**config.mk**
```make
export PLATFORM = sky130hd
export DESIGN_NAME = ant_ram
export DESIGN_NICKNAME = d
export VERILOG_FILES = /design/src/sv/ant_ram.sv
export SDC_FILE = /design/constraint.sdc
export NUM_CORES = 1
export LEC_CHECK = 0
export ABC_AREA = 1
export BUFFER_PORTS_ARGS = -buffer_cell sky130_fd_sc_hd__buf_2
export CAP_MARGIN = 20
export CORE_MARGIN = 4
export CORE_UTILIZATION = 40
export CTS_CLUSTER_DIAMETER = 200
export DETAILED_ROUTE_END_ITERATION = 7
export PLACE_DENSITY = 0.6
export SLEW_MARGIN = 20
export SYNTH_ARGS = -nofsm -noshare
export SYNTH_HDL_FRONTEND = slang
export SYNTH_SLANG_ARGS = --single-unit
```
**constraint.sdc**
```tcl
create_clock -name clk -period 2.1 [get_ports clk]
set_input_delay 0 -clock clk [delete_from_list [all_inputs] [get_ports clk]]
set_output_delay 0 -clock clk [all_outputs]
set_load 0.03 [all_outputs]
```
**src/sv/ant_ram.sv**
```systemverilog
// Generic single-port RAM with registered read.
// No dependencies.
`timescale 1ns / 1ps
module ant_ram #(
  parameter int Width = 8,
  parameter int Depth = 16
) (
  input  logic                     clk,
  input  logic                     we,
  input  logic [$clog2(Depth)-1:0] addr,
  input  logic [Width-1:0]         wdata,
  output logic [Width-1:0]         rdata
);
  logic [Width-1:0] mem [Depth];

  always_ff @(posedge clk) begin
    if (we) begin
      mem[addr] <= wdata;
    end
    rdata <= mem[addr];
  end
endmodule

```
==> Word-level counts from Yosys, hierarchy flattened <==
Memory sizes are Yosys's and may differ from the RTL's. A register that Yosys moved wholly into a read port is not among the register bits.
Cells that the tools add are included.
{ "totals": {"register_bits": 0, "ramBits": 128, "inputBits": 14, "output_inout_bits": 8, "elab_cells": 3, "mem_count": 1} }
{ "mem_list": {"columns": ["memory", "words", "width", "read_ports", "rd_clocked_by_memory_dff", "wr", "line_no", "rtl"], "rows": [
  ["mem", 16, 8, 1, 1, 1, "14", "logic [Width-1:0] mem [Depth];"]
]} }
{ "op_classes": {"muxes": 2} }
{ "ops": {"columns": ["cell", "count"], "rows": [
  ["$mux W1", 2]
]} }

==> Depth between registers and ports, before layout <==
{ "logic_depth": {"word_depth": 2, "depth_mapped": 11, "ltp_nobuf": 9} }

==> Least setup slack after synthesis <==
No wires, ideal clock.
{ "synth_path": {"path_kind": "input to register", "startpoint": "in addr[1]", "endpoint": "mem mem[3][0], enable pin", "setup_time_ns": 0.370, "arrival_time_ns": 1.007, "required_ns": 1.730, "slack_ns": 0.723, "path_stages": 4, "path_buffers": 2, "path_cell_list": "buf_2 -> clkbuf_1 -> nand3_1 -> nor2_1"} }
{ "synth_lines": {"columns": ["item", "line_no", "rtl"], "rows": [
  ["start, declared", "10", "input logic [$clog2(Depth)-1:0] addr,"],
  ["end, declared", "14", null]
]} }
Straight into the memory's write port.

==> impl_metrics.env <==
export IMPL_status="finished, final reports clean"
export IMPL_area_growth_pct=16.8
export IMPL_rows=42
export IMPL_reg2reg_from="mem[6][6]$_DFFE_PP_"
export IMPL_slew_headroom_pct=46.3
export IMPL_port_buffers=21
export IMPL_diodes=0
export IMPL_tightest_slew_ns=0.802
export IMPL_start_kind="primary input"
export IMPL_dpl_hpwl_um=8000
export IMPL_syn_cell_area_mm2=0.00559
export IMPL_min_path_type="primary input to flop"
export IMPL_drt_iter0_markers=357
export IMPL_regArea_mm2=0.00400
export IMPL_cp_cell_sequence="buf_2, inv_2, buf_4, buf_4, nand2_1, nand2_1, nand2_1, nand2_1, nand2_1, nand2_1, inv_1, nand2_1"
export IMPL_layout_common_cells="346 x nand2_1, 128 x edfxtp_1, 21 x inv_1, 21 x buf_2, 18 x nor2_1"
export IMPL_max_stage_delay_ns=0.40
export IMPL_synth_area_leaders="edfxtp_1 69%, nand2_1 23%, dfxtp_1 2.9%"
export IMPL_placedCellCount=740
export IMPL_critPathBufInv=5
export IMPL_grt_max_degree=55
export IMPL_fin_ws_ns=0.930
export IMPL_worst_hold_path_num_cells=1
export IMPL_cts_max_level=4
export IMPL_hp_start="wdata[0]"
export IMPL_ys_types=11
export IMPL_drv_cap=0
export IMPL_cts_resized=0
export IMPL_path_delay_family="buffers and inverters"
export IMPL_reg2reg_depth=8
export IMPL_ir_worst_vdd_mv=0.496
export IMPL_ys_warn_count=0
export IMPL_cpMostUsedCell="nand2_1"
export IMPL_pre_cts_ws_ns=0.505
export IMPL_final_net_count=597
export IMPL_hold_viol=0
export IMPL_period_needed_ns=1.17
export IMPL_rsz0062_at_grt="no"
export IMPL_met2_length_um=5990
export IMPL_grt_usage_pct=16.7
export IMPL_die_area_mm2=0.0159
export IMPL_slew_violations=0
export IMPL_start_util_pct=41.6
export IMPL_r2r_end="rdata[6]$_DFF_P_"
export IMPL_ant_nets=0
export IMPL_synthesis_nets=562
export IMPL_instances_no_fill=772
export IMPL_drc=0
export IMPL_die_h_um=126
export IMPL_met3_length_um=642
export IMPL_leakage_nw=2.80
export IMPL_core_mm2=0.0135
export IMPL_numCtsBuffers=17
export IMPL_worstPathMaxFanout=34
export IMPL_synth_top_area_share_pct=68.7
export IMPL_crit_type="primary input to flop"
export IMPL_syn_inst=548
export IMPL_grt_pass1_vias=3657
export IMPL_cp_arrival_ns=1.53
export IMPL_insertion_delay_ns=0.42
export IMPL_grt_pass1_wl_um=19900
export IMPL_timing_hold_ws_ns=0.0232
export IMPL_wl_per_cell_um=16.5
export IMPL_pwr_density_cell_mw_per_mm2=995
export IMPL_slowest_stage="buf_4"
export IMPL_ys_ff_latch=136
export IMPL_r2r_setup_slack_ns=1.08
export IMPL_vias=3695
export IMPL_die_w_um=126
export IMPL_wl_met1_um=5790
export IMPL_antenna_found_initial=0
export IMPL_grt_ovfl_total=0
export IMPL_multiInputGateArea_mm2=0.00139
export IMPL_period_share_pct=55.7
export IMPL_top_layer="met4"
export IMPL_place_area_mm2=0.00592
export IMPL_firstDrtPassIters=5
export IMPL_drt_wl_total_um=12700
export IMPL_layout_commonest_cell="nand2_1"
export IMPL_worst_setup_path_end_kind="flop"
export IMPL_viasPerCell=4.79
export IMPL_skew_ns=0.00525
export IMPL_num_io_pins=22
export IMPL_setup_tns_ns=0
export IMPL_tritoncts="done"
export IMPL_setup_violations=0
export IMPL_fill_cells=1238
export IMPL_root_buffer="clkbuf_16"
export IMPL_fmax_ghz=0.855
export IMPL_cts_sinks=136
export IMPL_avgSynthCellArea_um2=10.2
export IMPL_fin_area_mm2=0.00653
export IMPL_gp_congestion=0.823
export IMPL_drive_gt1_share_pct=11.4
export IMPL_clk_pin_slew_ns=0.06
export IMPL_critPathRequiredTime_ns=2.46
export IMPL_ctsHoldBuffers=0
export IMPL_yosysTopAreaCell="edfxtp_1"
export IMPL_cts_buffer_depth=2
export IMPL_hold_end="mem[2][0]$_DFFE_PP_"
export IMPL_post_cts_setup_buffers=0
export IMPL_yosysSeqAreaShare_pct=71.6
[report_power, final]
| group | internal [W] | switching [W] | leakage, nW | total, W |
|---|---|---|---|---|
| clock network | 0.00196 | 0.00109 | 0.293 | 0.00305 |
| registers | 0.00304 | 0.0000213 | 1.22 | 0.00306 |
| logic | 0.000101 | 0.000294 | 1.29 | 0.000395 |
| total | 0.00510 | 0.00140 | 2.80 | 0.00650 |
[cell type report]
cell class	count	area share, %
inverters	23	1.32
repair buffers	37	3.45
flip-flops and latches	136	61.3
clock inverters	15	2.82
clock buffers	17	6.51
multi-input cells	368	21.2
well taps	176	3.37
[through the flow]
| stage | total power, W | utilization [%] |
|---|---|---|
| global placement | 0.00351 | 44.0 |
| CTS | 0.00656 | 48.5 |
| finish | 0.00650 | 48.5 |
| floorplan | 0.00335 | - |
| global route | 0.00674 | 48.5 |
| detailed placement | 0.00351 | 44.0 |
[cell families (layout without fill, tap and decap cells)]
family,count (synthesis),in the layout,share of synthesized area [%]
buf+inv,44,92,3.62
simple gates,368,368,24.8
flops,136,136,71.6
[sequential cells by signal, summed over array words and instances, names as in the netlist]
name,count
mem,128
rdata,8
[how the worst max path moves through the flow]
stage             from             endpoint  slack [ns]  depth (start not counted)
3_5_place_dp   addr[0]     rdata[0]$_DFF_P_        0.51                         12
4_1_cts        addr[0]     rdata[0]$_DFF_P_        0.94                         12
5_1_grt        addr[0]     rdata[6]$_DFF_P_        0.76                         12
2_1_floorplan  addr[1]  mem[3][0]$_DFFE_PP_        0.72                          4
3_3_place_gp   addr[0]     rdata[0]$_DFF_P_        0.50                         12
6_report       addr[0]     rdata[0]$_DFF_P_        0.93                         12
[cells in the mapped netlist, drive strengths merged]
| cell type | count |
|---|---|
| dfxtp | 8 |
| clkinv | 1 |
| buf | 18 |
| nor2 | 18 |
| nand2 | 346 |
| clkbuf | 3 |
| nand3 | 4 |
| edfxtp | 128 |
| inv | 22 |
[per-layer routing]
layer / vias up / GRT usage (%)
met2: 106 / 26.1
met5: - / 0
met1: 1740 / 22.2
li1: 1822 / -
met3: 27 / 4.49
met4: 0 / 6.88
Note: power is estimated with default switching activity, not from simulation.
